--- config.mk ---
export PLATFORM = sky130hd
export DESIGN_NAME = indent_dedent_tokenizer_core
export DESIGN_NICKNAME = d
export VERILOG_FILES = /design/src/sv/idt_pkg.sv /design/src/sv/indent_dedent_tokenizer_core.sv /design/src/sv/idt_cell.sv
export VERILOG_INCLUDE_DIRS = /design/src /design/src/sv
export SDC_FILE = /design/constraint.sdc
export NUM_CORES = 1
export LEC_CHECK = 0
export BUFFER_PORTS_ARGS = -buffer_cell sky130_fd_sc_hd__buf_2
export CAP_MARGIN = 10
export CORE_MARGIN = 5
export CORE_UTILIZATION = 60
export DETAILED_ROUTE_END_ITERATION = 8
export HOLD_SLACK_MARGIN = 0.05
export PLACE_DENSITY = 0.77
export SLEW_MARGIN = 20
export SYNTH_ARGS = -nofsm -noshare
export SYNTH_HDL_FRONTEND = slang
export SYNTH_HIERARCHICAL = 1
export SYNTH_SLANG_ARGS = --single-unit
--- constraint.sdc ---
create_clock -name clk_i -period 15.8 [get_ports clk_i]
set_input_delay 0 -clock clk_i [delete_from_list [all_inputs] [get_ports clk_i]]
set_output_delay 0 -clock clk_i [all_outputs]
set_load 0.05 [all_outputs]
--- src/sv/assert_macros.svh ---
// Assertion macros used by the top level of the indentation tokenizer.
// Each macro expects clk_i and rst_ni to be visible where it is used.
`ifndef ASSERT_MACROS_SVH
`define ASSERT_MACROS_SVH

// A condition that holds at every clock edge out of reset.
`define ASSERT_ALWAYS(lbl, cond) \
  lbl: assert property (@(posedge clk_i) disable iff (!rst_ni) (cond)) \
    else $error("assertion failed");

// A condition that implies another at the same edge.
`define ASSERT_IMPLIES(lbl, ante, cons) \
  lbl: assert property (@(posedge clk_i) disable iff (!rst_ni) (ante) |-> (cons)) \
    else $error("assertion failed");

// A condition that implies another at the next edge.
`define ASSERT_NEXT(lbl, ante, cons) \
  lbl: assert property (@(posedge clk_i) disable iff (!rst_ni) (ante) |=> (cons)) \
    else $error("assertion failed");

`endif

--- src/sv/idt_pkg.sv ---
// Package of the indentation tokenizer: token codes, stack sizes and the
// stack command struct. It depends on nothing.
package idt_pkg;

  localparam int STACK_DEPTH = 16;
  localparam int INDENT_BITS = 8;
  localparam int COUNT_W = $clog2(STACK_DEPTH + 1);

  typedef enum logic [1:0] {
    TOK_INDENT = 2'd0,
    TOK_DEDENT = 2'd1,
    TOK_LINE   = 2'd2,
    TOK_ERROR  = 2'd3
  } tok_e;

  typedef struct packed {
    logic push;
    logic pop;
  } stack_cmd_t;

endpackage

--- src/sv/indent_dedent_tokenizer_core.sv ---
// Top level of the indentation tokenizer: request sequencer, output register
// and the chain of idt_cell stack cells. Uses idt_pkg and assert_macros.svh.
//
// Each request carries one source line's indentation or an end-of-input mark
// and yields one token per cycle while out_stall_i does not hold the output
// register, the last one flagged by last_o. The level stack is a row of
// STACK_DEPTH cells with the top in cell zero; one push or pop per cycle shifts
// the whole row, which sets the one-DEDENT-per-cycle pace. A new request is
// taken only when the previous one has yielded all its tokens, while its final
// token may still wait in the output register.
`include "assert_macros.svh"

module indent_dedent_tokenizer_core
  import idt_pkg::*;
(
  input  logic       clk_i,
  input  logic       rst_ni,
  input  logic       in_valid_i,
  output logic       in_stall_o,
  input  logic       kind_i,
  input  logic [7:0] indent_i,
  output logic       out_valid_o,
  input  logic       out_stall_i,
  output logic [1:0] token_o,
  output logic       last_o
);

  localparam logic ST_IDLE = 1'b0;
  localparam logic ST_RUN  = 1'b1;

  logic                   state_q, state_d;
  logic                   kind_q;
  logic [INDENT_BITS-1:0] ind_q;
  logic                   lead_q, lead_d;
  logic                   dedent_q, dedent_d;
  logic                   started_q, started_d;
  logic [COUNT_W-1:0]     count_q, count_d;
  logic                   out_valid_q, out_valid_d;
  tok_e                   token_q, tok;
  logic                   last_q, last;
  logic                   done;
  logic                   fire;
  logic                   in_acc;
  stack_cmd_t             cmd;
  logic [INDENT_BITS-1:0] level [STACK_DEPTH];
  logic [INDENT_BITS-1:0] top;

  assign in_acc = in_valid_i && !in_stall_o;
  assign fire   = (state_q == ST_RUN) && (!out_valid_q || !out_stall_i);
  assign top    = level[0];

  for (genvar g = 0; g < STACK_DEPTH; g++) begin : g_cell
    logic [INDENT_BITS-1:0] above, below;
    if (g == 0) begin : g_top
      assign above = ind_q;
    end else begin : g_mid
      assign above = level[g-1];
    end
    if (g == STACK_DEPTH - 1) begin : g_bot
      assign below = '0;
    end else begin : g_inner
      assign below = level[g+1];
    end
    idt_cell u_cell (
      .clk_i   (clk_i),
      .rst_ni  (rst_ni),
      .cmd_i   (cmd),
      .above_i (above),
      .below_i (below),
      .level_o (level[g])
    );
  end

  always_comb begin
    tok       = TOK_LINE;
    last      = 1'b0;
    done      = 1'b0;
    cmd       = '0;
    count_d   = count_q;
    lead_d    = lead_q;
    dedent_d  = dedent_q;
    started_d = started_q;
    if (fire) begin
      if (lead_q) begin
        tok       = TOK_INDENT;
        lead_d    = 1'b0;
        started_d = 1'b1;
      end else if (kind_q) begin
        tok = TOK_DEDENT;
        if (count_q == COUNT_W'(1)) begin
          last      = 1'b1;
          done      = 1'b1;
          started_d = 1'b0;
        end else begin
          cmd.pop = 1'b1;
          count_d = count_q - COUNT_W'(1);
        end
      end else if (ind_q == top) begin
        tok  = TOK_LINE;
        last = 1'b1;
        done = 1'b1;
      end else if (ind_q > top) begin
        if (!dedent_q && (count_q < COUNT_W'(STACK_DEPTH))) begin
          tok      = TOK_INDENT;
          cmd.push = 1'b1;
          count_d  = count_q + COUNT_W'(1);
        end else begin
          tok  = TOK_ERROR;
          last = 1'b1;
          done = 1'b1;
        end
      end else begin
        if (count_q > COUNT_W'(1)) begin
          tok      = TOK_DEDENT;
          cmd.pop  = 1'b1;
          count_d  = count_q - COUNT_W'(1);
          dedent_d = 1'b1;
        end else begin
          tok  = TOK_ERROR;
          last = 1'b1;
          done = 1'b1;
        end
      end
    end
    if (in_acc) begin
      lead_d   = !started_q;
      dedent_d = 1'b0;
    end
  end

  always_comb begin
    state_d = state_q;
    unique case (state_q)
      ST_IDLE: begin
        if (in_acc) begin
          state_d = ST_RUN;
        end
      end
      ST_RUN: begin
        if (done) begin
          state_d = ST_IDLE;
        end
      end
      default: state_d = ST_IDLE;
    endcase
  end

  always_comb begin
    out_valid_d = out_valid_q && out_stall_i;
    if (fire) begin
      out_valid_d = 1'b1;
    end
  end

  always_ff @(posedge clk_i or negedge rst_ni) begin
    if (!rst_ni) begin
      state_q     <= ST_IDLE;
      lead_q      <= 1'b0;
      dedent_q    <= 1'b0;
      started_q   <= 1'b0;
      count_q     <= COUNT_W'(1);
      out_valid_q <= 1'b0;
    end else begin
      state_q     <= state_d;
      lead_q      <= lead_d;
      dedent_q    <= dedent_d;
      started_q   <= started_d;
      count_q     <= count_d;
      out_valid_q <= out_valid_d;
    end
  end

  always_ff @(posedge clk_i) begin
    if (in_acc) begin
      kind_q <= kind_i;
      ind_q  <= INDENT_BITS'(indent_i);
    end
    if (fire) begin
      token_q <= tok;
      last_q  <= last;
    end
  end

  assign in_stall_o  = (state_q == ST_RUN);
  assign out_valid_o = out_valid_q;
  assign token_o     = token_q;
  assign last_o      = last_q;

  `ASSERT_ALWAYS(a_count_range, (count_q != '0) && (count_q <= COUNT_W'(STACK_DEPTH)))
  `ASSERT_IMPLIES(a_push_room, cmd.push, count_q < COUNT_W'(STACK_DEPTH))
  `ASSERT_IMPLIES(a_pop_base, cmd.pop, count_q > COUNT_W'(1))
  `ASSERT_NEXT(a_end_resets, fire && kind_q && last, (count_q == COUNT_W'(1)) && !started_q)
  `ASSERT_IMPLIES(a_done_last, fire, done == last)

endmodule

--- src/sv/idt_cell.sv ---
// One cell of the indentation level stack. It holds one level and shifts
// toward the bottom on a push and toward the top on a pop. Uses idt_pkg.
module idt_cell
  import idt_pkg::*;
(
  input  logic                   clk_i,
  input  logic                   rst_ni,
  input  stack_cmd_t             cmd_i,
  input  logic [INDENT_BITS-1:0] above_i,
  input  logic [INDENT_BITS-1:0] below_i,
  output logic [INDENT_BITS-1:0] level_o
);

  logic [INDENT_BITS-1:0] level_q, level_d;

  always_comb begin
    level_d = level_q;
    if (cmd_i.push) begin
      level_d = above_i;
    end else if (cmd_i.pop) begin
      level_d = below_i;
    end
  end

  always_ff @(posedge clk_i or negedge rst_ni) begin
    if (!rst_ni) begin
      level_q <= '0;
    end else begin
      level_q <= level_d;
    end
  end

  assign level_o = level_q;

endmodule
==> impl_metrics.csv, run 1 <==
group,metric,value,unit
worst_setup_path,rr_worst_depth,11,
finish,diodes,0,
sta,slew_violations,0,
floorplanning,row_count,40,
cts,clock-sinks,150,
placement,dp_hpwl,6.67,mm
grt,grt_pass1_wl,21.0,mm
grt,antenna_found_initial,0,
finish,n_fill_cell,866,
worst_setup_path,slowest_stage,"buf_4",
cts,post_cts_resized,0,
yosys,postSynthCellCount,653,
placement,dp.cells,796,
status,status,"finished, final reports clean",
grt,first_global_vias,4621,
cts,cts_tree,"done",
power,p_sw,0.534,mW
cts,cts_htree_levels,4,
sta,fin_worst_skew,0.00500,ns
yosys,yosysWarnings,6,
grt,grt_max_degree,139,
yosys,synth_top_area_share,47.6,%
finish,drive_gt1_share,9.52,%
floorplanning,fp.dieH,120,microns
floorplanning,die-width,120,microns
yosys,synth_area,7200,sq um
sta,max_slew.worst_pin.slew,1.14,ns
worst_setup_path,slowest_delay,0.87,ns
floorplanning,start_util,60.5,%
power,clkPwrFrac,27.5,%
detailed_routing,wl_per_cell,13.8,microns
placement,portBuffers,17,
worst_hold_path,hold_class,"in2async",
placement,place_worst_setup_slack,11.73,ns
floorplanning,io_pins,18,
finish,final_cell_mix,"dfrtp_1 (137), nand2_1 (133), o21ai_1 (129), mux2i_1 (129), clkbuf_16 (17)",
finish,syn_to_final_growth,10.5,%
yosys,synth_area_leaders,"dfrtp_1 (48%), mux2i_1 (18%), o21ai_1 (9.0%)",
worst_setup_path,crit_chain,"ha_1, nor2b_1, o211ai_1, a21oi_2, or3_4, nor2_1, o21a_4, buf_4, buf_4, mux2i_1, o21ai_1",
worst_setup_path,cp_common_cell,"buf_4",
detailed_routing,wl,11.6,mm
worst_setup_path,cp-start-kind,"flip-flop",
sta,hold_viol,0,
power,p_per_area,198,nW/um^2
worst_setup_path,worstPathRequired,16.06,ns
power,vdd.ir_drop.worst,0.133,mV
sta,holdWs,0.166,ns
sta,setup_slack,11.64,ns
detailed_routing,ant_nets,0,
cts,clk_path_buf_depth,2,
yosys,yosysUniqueCellTypes,40,
sta,slew_headroom,23.8,%
yosys,synth-seq-cells,150,
finish,utilization,66.8,%
grt,grt_util_all_layers,18.0,%
placement,routabilityCongestion,0.806,
worst_setup_path,path_class,"reg2reg",
worst_setup_path,arrival,4.41,ns
sta,period_needed,4.16,ns
floorplanning,fp.coreArea,11900,sq um
worst_setup_path,setup.worst_path.end_class,"flip-flop",
finish,instances_no_fill,840,
sta,finalSetupTns,0,ns
sta,rsz0062_at_grt,"false",
sta,period_share,26.3,%
detailed_routing,route.detailed.drc,0,
power,p_int,1.04,mW
floorplanning,design.die.area,14300,sq um
detailed_routing,via_per_inst,5.51,
finish,final_cell_area,7960,sq um
sta,fmax,241,MHz
detailed_routing,first_iter_violations,307,
yosys,synth_area_per_cell,11.0,sq um
power,power,1.58,mW
cts,cts-buffers-inserted,17,
power,p_leak,3.39,nW
placement,post_dp_cell_area,7190,sq um
finish,mostFrequentLayoutCell,"dfrtp_1",
worst_setup_path,critical_path.max_fanout,70,
grt,overflow,0,
yosys,ys_seq_area_share,53.0,%
power,power.share.sequential,40.1,%
run,cap_violations,0,
cts,clock_latency,0.41,ns
sta,setup_viol,0,
cts,root_buffer,"clkbuf_16",
cts,clk_pin_slew,0.06,ns
detailed_routing,vias,4632,
power,pwr-share-comb,32.4,%
yosys,synth_top_area_cell,"dfrtp_1",
power,switching_share,33.9,%
finish,final_net_count,704,
detailed_routing,drtPass1Iterations,5,
==> power by group through the flow <==
stage / Sequential [mW] / Clock [mW] / Combinational (mW)
2_1_floorplan: 0.629 / 0 / 0.467
3_5_place_dp: 0.637 / 0 / 0.507
5_1_grt: 0.654 / 0.459 / 0.572
6_report: 0.632 / 0.433 / 0.511
3_3_place_gp: 0.627 / 0 / 0.485
4_1_cts: 0.633 / 0.443 / 0.514
==> metal layers <==
metal	share of wire [%]	up-vias	global-route usage [%]	routed length (microns)
li1	-	2331	-	-
met1	46	2208	22.8	5270
met2	50	80	29.3	5750
met3	3.2	13	5.00	365
met4	1.6	0	7.23	183
met5	0	-	0	0
==> flip-flops by register name (all words and copies together), names as in the netlist <==
name                   flops
in_stall_o                 1
lead_q                     1
started_q                  1
dedent_q                   1
out_valid_o                1
token_o                    2
g_cell.above               8
count_q                    5
last_o                     1
g_cell.u_cell/level_o    128
kind_q                     1
==> critical path: cells and delay by family (launching register included) <==
kind,cells,cell delay (ns)
buffers and inverters,2,1.68
AND/OR/NAND/NOR,3,0.65
AO/OA/AOI/OAI,4,0.51
flip-flops,1,0.39
adder cells (fa/ha/maj),1,0.31
multiplexers,1,0.30
==> cells by family after synthesis <==
logic type,count (synthesis),synth area share [%]
buffers and inverters,44,5.65
adders and majority gates,11,1.91
DFF,150,53.0
muxes,130,18.1
other,1,0.0521
xor gates and xnor gates,5,0.608
AOI/OAI and AO/OA,148,11.1
and+or+nand+nor,164,9.64
==> area by class of cell <==
| type | instances | area, sq um | share of cell area (%) |
|---|---|---|---|
| clock buffers | 24 | 502 | 6.31 |
| flip-flops and latches | 150 | 3810 | 47.9 |
| inverters | 11 | 41.3 | 0.519 |
| well taps | 147 | 184 | 2.31 |
| clock inverters | 8 | 141 | 1.78 |
| multi-input cells | 466 | 3020 | 38.0 |
| repair buffers | 34 | 253 | 3.18 |
==> cell usage after synthesis (all sizes together) <==
| master | count |
|---|---|
| a211oi | 1 |
| a21oi | 6 |
| a22o | 1 |
| a31oi | 1 |
| and2 | 1 |
| and2b | 1 |
| and4 | 3 |
| buf | 33 |
| conb | 1 |
| dfrtp | 137 |
| dfstp | 1 |
| edfxtp | 12 |
| ha | 11 |
| inv | 11 |
| mux2 | 1 |
| mux2i | 129 |
| nand2 | 133 |
| nand2b | 2 |
| nand3 | 1 |
| nand4 | 1 |
| nor2 | 11 |
| nor2b | 4 |
| nor3 | 3 |
| nor4 | 2 |
| nor4b | 1 |
| o211ai | 2 |
| o21a | 2 |
| o21ai | 133 |
| o221ai | 2 |
| or3 | 1 |
| xnor2 | 4 |
| xor2 | 1 |
==> worst paths after layout <==
check                      slack (ns)                      endpoint          startpoint
max                             11.64   g_cell[3].u_cell/level_o[2]  g_cell[0].above[1]
min                              0.17  g_cell[12].u_cell/level_o[5]              rst_ni
max reg2reg                     11.64   g_cell[3].u_cell/level_o[2]  g_cell[0].above[1]
min reg2reg                      0.45                        lead_q           started_q
max in group asynchronous       14.33  g_cell[13].u_cell/level_o[2]              rst_ni
min in group clk_i               0.29            g_cell[0].above[4]         indent_i[4]
==> what timing repair did <==
action                                 4_1_cts  5_1_grt
endpoints found under the hold margin       85        0
hold buffers                                12        0
buffers inserted                             0        0
setup endpoints to repair                    0        0
(Power assumes the default switching activity.)
==> run 2: changes to the inputs <==
Clock period 15.8 ns to 4.2 ns, I/O delays scaled along.
==> run 2 against run 1 <==
Compared with the run above:
- non-clock buffer count did not move
- die area did not move
- first-iteration DRC count is 14% higher
- cell count stayed put
- total power rose to 3.8 times the previous value
- utilization increased by 0.32 points
- critical endpoint is now g_cell[5].u_cell/level_o[3]
- largest power group unchanged
==> impl_metrics.csv, run 2 (synthesis results as in run 1) <==
group,metric,value,unit
status,status,"finished, final reports clean",
floorplanning,row_count,40,
worst_setup_path,worstPathRequired,4.45,ns
detailed_routing,ant_nets,0,
cts,cts-buffers-inserted,17,
cts,clock-sinks,150,
grt,overflow,0,
worst_setup_path,rr_worst_depth,11,
finish,mostFrequentLayoutCell,"dfrtp_1",
sta,fin_worst_skew,0.0104,ns
floorplanning,fp.coreArea,11900,sq um
worst_hold_path,hold_class,"in2async",
sta,holdWs,0.270,ns
sta,hold_viol,0,
finish,multi_input_area,3030,sq um
floorplanning,fp.dieH,120,microns
sta,fmax,320,MHz
sta,period_needed,3.13,ns
worst_setup_path,crit-reg2reg-launch,"g_cell[0].u_cell/level_o[1]",
sta,slew_violations,0,
worst_setup_path,startpoint,"g_cell[0].u_cell/level_o[1]",
floorplanning,io_pins,18,
worst_setup_path,arrival,3.38,ns
grt,grt_pass1_wl,21.0,mm
cts,post_cts_buffers,0,
run,cap_violations,0,
grt,grt_util_all_layers,17.8,%
placement,post_dp_cell_area,7250,sq um
detailed_routing,first_iter_violations,351,
detailed_routing,vias,4636,
detailed_routing,route.detailed.drc,0,
sta,slew_headroom,38.7,%
placement,routabilityCongestion,0.767,
cts,clk_pin_slew,0.06,ns
finish,seq_area,3810,sq um
placement,portBuffers,17,
worst_setup_path,cp-start-kind,"flip-flop",
cts,clk_path_buf_depth,2,
power,p_per_area,741,nW/um^2
power,p_leak,3.39,nW
cts,hold_buffers,12,
sta,period_share,74.4,%
cts,clock_latency,0.41,ns
grt,grt_max_degree,257,
finish,syn_to_final_growth,11.0,%
cts,cts_htree_levels,4,
sta,max_slew.worst_pin.slew,0.918,ns
placement,dp_hpwl,6.91,mm
worst_setup_path,setup.worst_path.end_class,"flip-flop",
cts,cts_tree,"done",
sta,rsz0062_at_grt,"false",
grt,antenna_found_initial,0,
detailed_routing,drtPass1Iterations,5,
floorplanning,start_util,60.5,%
finish,diodes,0,
detailed_routing,wl_per_cell,14.0,microns
finish,drive_gt1_share,9.38,%
worst_setup_path,path_class,"reg2reg",
detailed_routing,via_per_inst,5.52,
power,vdd.ir_drop.worst,0.439,mV
floorplanning,die-width,120,microns
finish,final_net_count,704,
finish,n_fill_cell,861,
floorplanning,design.die.area,14300,sq um
worst_setup_path,critical_path.max_fanout,35,
cts,root_buffer,"clkbuf_16",
detailed_routing,wl,11.8,mm
finish,final_cell_area,7990,sq um
grt,first_global_vias,4574,
cts,post_cts_resized,0,
finish,largest_reg_flops,128,
finish,utilization,67.1,%
finish,final_cell_mix,"dfrtp_1 (137), nand2_1 (133), o21ai_1 (129), mux2i_1 (129), clkbuf_16 (17)",
sta,setup_viol,0,
-- run 2: layout make-up --
type | count | share of cell area [%]
flip-flops and latches | 150 | 47.7
multi-input cells | 466 | 37.9
clock buffers | 23 | 5.85
repair buffers | 34 | 3.77
well taps | 147 | 2.30
clock inverters | 9 | 1.89
inverters | 11 | 0.517
-- run 2: path summary, 6_finish.rpt --
path	end	slack (ns)
min	g_cell[10].u_cell/level_o[4]	0.27
max	g_cell[5].u_cell/level_o[3]	1.07
min reg2reg	lead_q	0.46
min in group clk_i	g_cell[0].above[1]	0.30
max in group asynchronous	g_cell[3].u_cell/level_o[0]	3.01
max reg2reg	g_cell[5].u_cell/level_o[3]	1.07
-- run 2: metrics by stage --
step | power [mW] | setup slack [ns] | cells | setup TNS [ns]
after detailed placement | 4.35 | 1.14 | 796 | 0
final | 5.92 | 1.07 | 840 | 0
after global placement | 4.23 | 1.25 | 796 | 0
after global routing | 6.32 | 0.911 | 840 | 0
after CTS | 5.97 | 1.10 | 840 | 0
after floorplan | 4.10 | -0.514 | 660 | -65.59
-- run 2: where the power goes --
group	switching, mW	leakage (nW)	internal [mW]	total [mW]
clock network	0.549	0.301	1.02	1.57
logic	1.09	1.18	0.878	1.97
registers	0.385	1.90	2.00	2.38
total	2.02	3.39	3.90	5.92
-- run 2: critical path, stage by stage (launching register included) --
cell and delay (ns):
dfrtp_1 0.39, inv_1 0.06, ha_1 0.30, nor2b_1 0.14
o211ai_1 0.19, a21oi_2 0.12, or3_4 0.40, nor2_1 0.13
o21a_4 0.54, buf_12 0.33, mux2i_1 0.25, o21ai_1 0.09
-- run 2: metal layers --
metal	part of all wire, %	routed length [microns]	vias up	global-route usage, %
met3	2.6	302	15	4.34
met1	46	5370	2234	23.5
met2	50	5950	59	29.0
met5	0	0	-	0
li1	-	-	2328	-
met4	1.3	159	0	6.37
==> run 3: changes to the inputs <==
Clock period 4.2 ns to 3.3 ns, I/O delays scaled along.
==> run 3 against run 2 <==
Compared with the run above:
- combinational power increased by 30%
- register-to-register slack got worse by 0.66 ns
- total power increased by 28%
- clock power increased by 26%
- cell count increased by 0.60%
- design area increased by 0.63%
- setup slack got worse by 0.66 ns
- critical path depth unchanged
- critical path type unchanged
- clock skew decreased by 0.00096 ns
- flip-flop and latch count unchanged
- count of clock-buffer cells in the layout decreased by 1
==> impl_metrics.csv, run 3 (synthesis results as in run 1) <==
group,metric,value,unit
finish,diodes,0,
detailed_routing,ant_nets,0,
finish,final_net_count,709,
sta,period_share,87.3,%
worst_setup_path,crit_chain,"inv_1, ha_1, nor2b_1, o211ai_1, a21oi_2, or3_4, nor2_1, o21a_4, buf_12, mux2i_1, o21ai_1",
floorplanning,design.die.area,14300,sq um
grt,grt_max_degree,130,
cts,post_cts_resized,0,
worst_setup_path,path_delay_family,"compound AO/OA/AOI/OAI gates",
cts,clock_latency,0.42,ns
sta,period_needed,2.88,ns
floorplanning,io_pins,18,
power,p_leak,3.41,nW
grt,grt_util_all_layers,18.3,%
cts,clock-sinks,150,
worst_setup_path,setup.worst_path.end_class,"flip-flop",
detailed_routing,first_iter_violations,352,
power,p_per_area,942,nW/um^2
worst_hold_path,hold_class,"in2async",
grt,grt_pass1_wl,21.3,mm
sta,setup_viol,0,
worst_setup_path,path_class,"reg2reg",
placement,portBuffers,17,
run,cap_violations,0,
detailed_routing,route.detailed.drc,0,
floorplanning,fp.dieH,120,microns
detailed_routing,wl_per_cell,14.4,microns
sta,slew_violations,0,
finish,syn_to_final_growth,11.7,%
cts,clk_path_buf_depth,2,
status,status,"finished, final reports clean",
detailed_routing,vias,4624,
sta,fin_worst_skew,0.00940,ns
sta,finalSetupTns,0,ns
placement,post_dp_cell_area,7300,sq um
sta,hold_viol,0,
worst_setup_path,slowest_stage,"or3_4",
finish,utilization,67.5,%
sta,rsz0062_at_grt,"false",
worst_setup_path,crit_buf_inv,2,
grt,overflow,0,
cts,root_buffer,"clkbuf_16",
placement,dp_hpwl,7.65,mm
finish,final_cell_mix,"dfrtp_1 (137), nand2_1 (133), o21ai_1 (129), mux2i_1 (129), clkbuf_16 (19)",
worst_setup_path,worstPathRequired,3.58,ns
power,vdd.ir_drop.worst,0.575,mV
floorplanning,die-width,120,microns
sta,fmax,347,MHz
cts,cts_tree,"done",
detailed_routing,drtPass1Iterations,4,
sta,max_slew.worst_pin.slew,1.04,ns
cts,cts_htree_levels,4,
detailed_routing,wl,12.2,mm
finish,mostFrequentLayoutCell,"dfrtp_1",
finish,largest_reg_flops,128,
floorplanning,row_count,40,
grt,antenna_found_initial,0,
cts,clk_pin_slew,0.06,ns
worst_setup_path,slowest_delay,0.40,ns
floorplanning,start_util,60.5,%
floorplanning,fp.coreArea,11900,sq um
grt,first_global_vias,4628,
placement,routabilityCongestion,0.745,
detailed_routing,via_per_inst,5.47,
sta,slew_headroom,30.8,%
finish,drive_gt1_share,10.5,%
finish,final_cell_area,8040,sq um
finish,n_fill_cell,903,
worst_setup_path,cp-start-kind,"flip-flop",
worst_setup_path,critical_path.max_fanout,32,
worst_setup_path,arrival,3.16,ns
cts,cts-buffers-inserted,17,
run 3: final timing paths:
kind	slack [ns]	from	depth (start not counted)	endpoint
min in group clk_i	0.30	indent_i[7]	2	g_cell[0].above[7]
hold reg to reg	0.46	started_q	1	lead_q
setup / recovery	0.42	g_cell[0].u_cell/level_o[1]	11	g_cell[4].u_cell/level_o[4]
hold / removal	0.20	rst_ni	2	g_cell[13].u_cell/level_o[5]
max in group asynchronous	2.17	rst_ni	3	count_q[0]
setup reg to reg	0.42	g_cell[0].u_cell/level_o[1]	11	g_cell[4].u_cell/level_o[4]
run 3: cell type report:
class                           instances  area, sq um  share of cell area (%)
Clock inverter                         10          115                    1.43
Multi-Input combinational cell        466         3030                    37.7
Timing Repair Buffer                   39          349                    4.34
Sequential cell                       150         3810                    47.4
Tap cell                              147          184                    2.29
Clock buffer                           22          507                    6.30
Inverter                               11         41.3                   0.513
run 3: layer usage:
metal / share of wire [%] / global-route usage [%]
met2: 49 / 30.8
met3: 2.8 / 4.29
met4: 1.6 / 7.30
met5: 0 / 0
met1: 46 / 22.8
run 3: worst reg2reg max path, stage by stage (launching register included):
cell and delay [ns]:
dfrtp_1 0.37, inv_1 0.06, ha_1 0.29, nor2b_1 0.13, o211ai_1 0.20, a21oi_2 0.13, or3_4 0.40, nor2_1 0.14
o21a_4 0.38, buf_12 0.30, mux2i_1 0.26, o21ai_1 0.09
run 3: power by group:
part | switching, mW | internal [mW] | total, mW
registers | 0.491 | 2.54 | 3.03
logic | 1.42 | 1.15 | 2.57
clock network | 0.737 | 1.24 | 1.98
run 3: stage by stage:
step                      setup WS, ns  instances  hold slack (ns)  power, mW
after detailed placement         0.446        801            0.114       5.61
after global routing             0.239        845            0.289       8.06
after CTS                        0.452        845            0.246       7.64
after floorplan                  -1.41        660           -0.296       5.22
after global placement           0.566        801            0.109       5.41
final                            0.418        845            0.202       7.58
run 3: repair_timing:
item,in CTS,in global routing
setup buffers,0,0
hold buffers,12,0
endpoints found under the hold margin,98,0
setup endpoints to repair,0,0
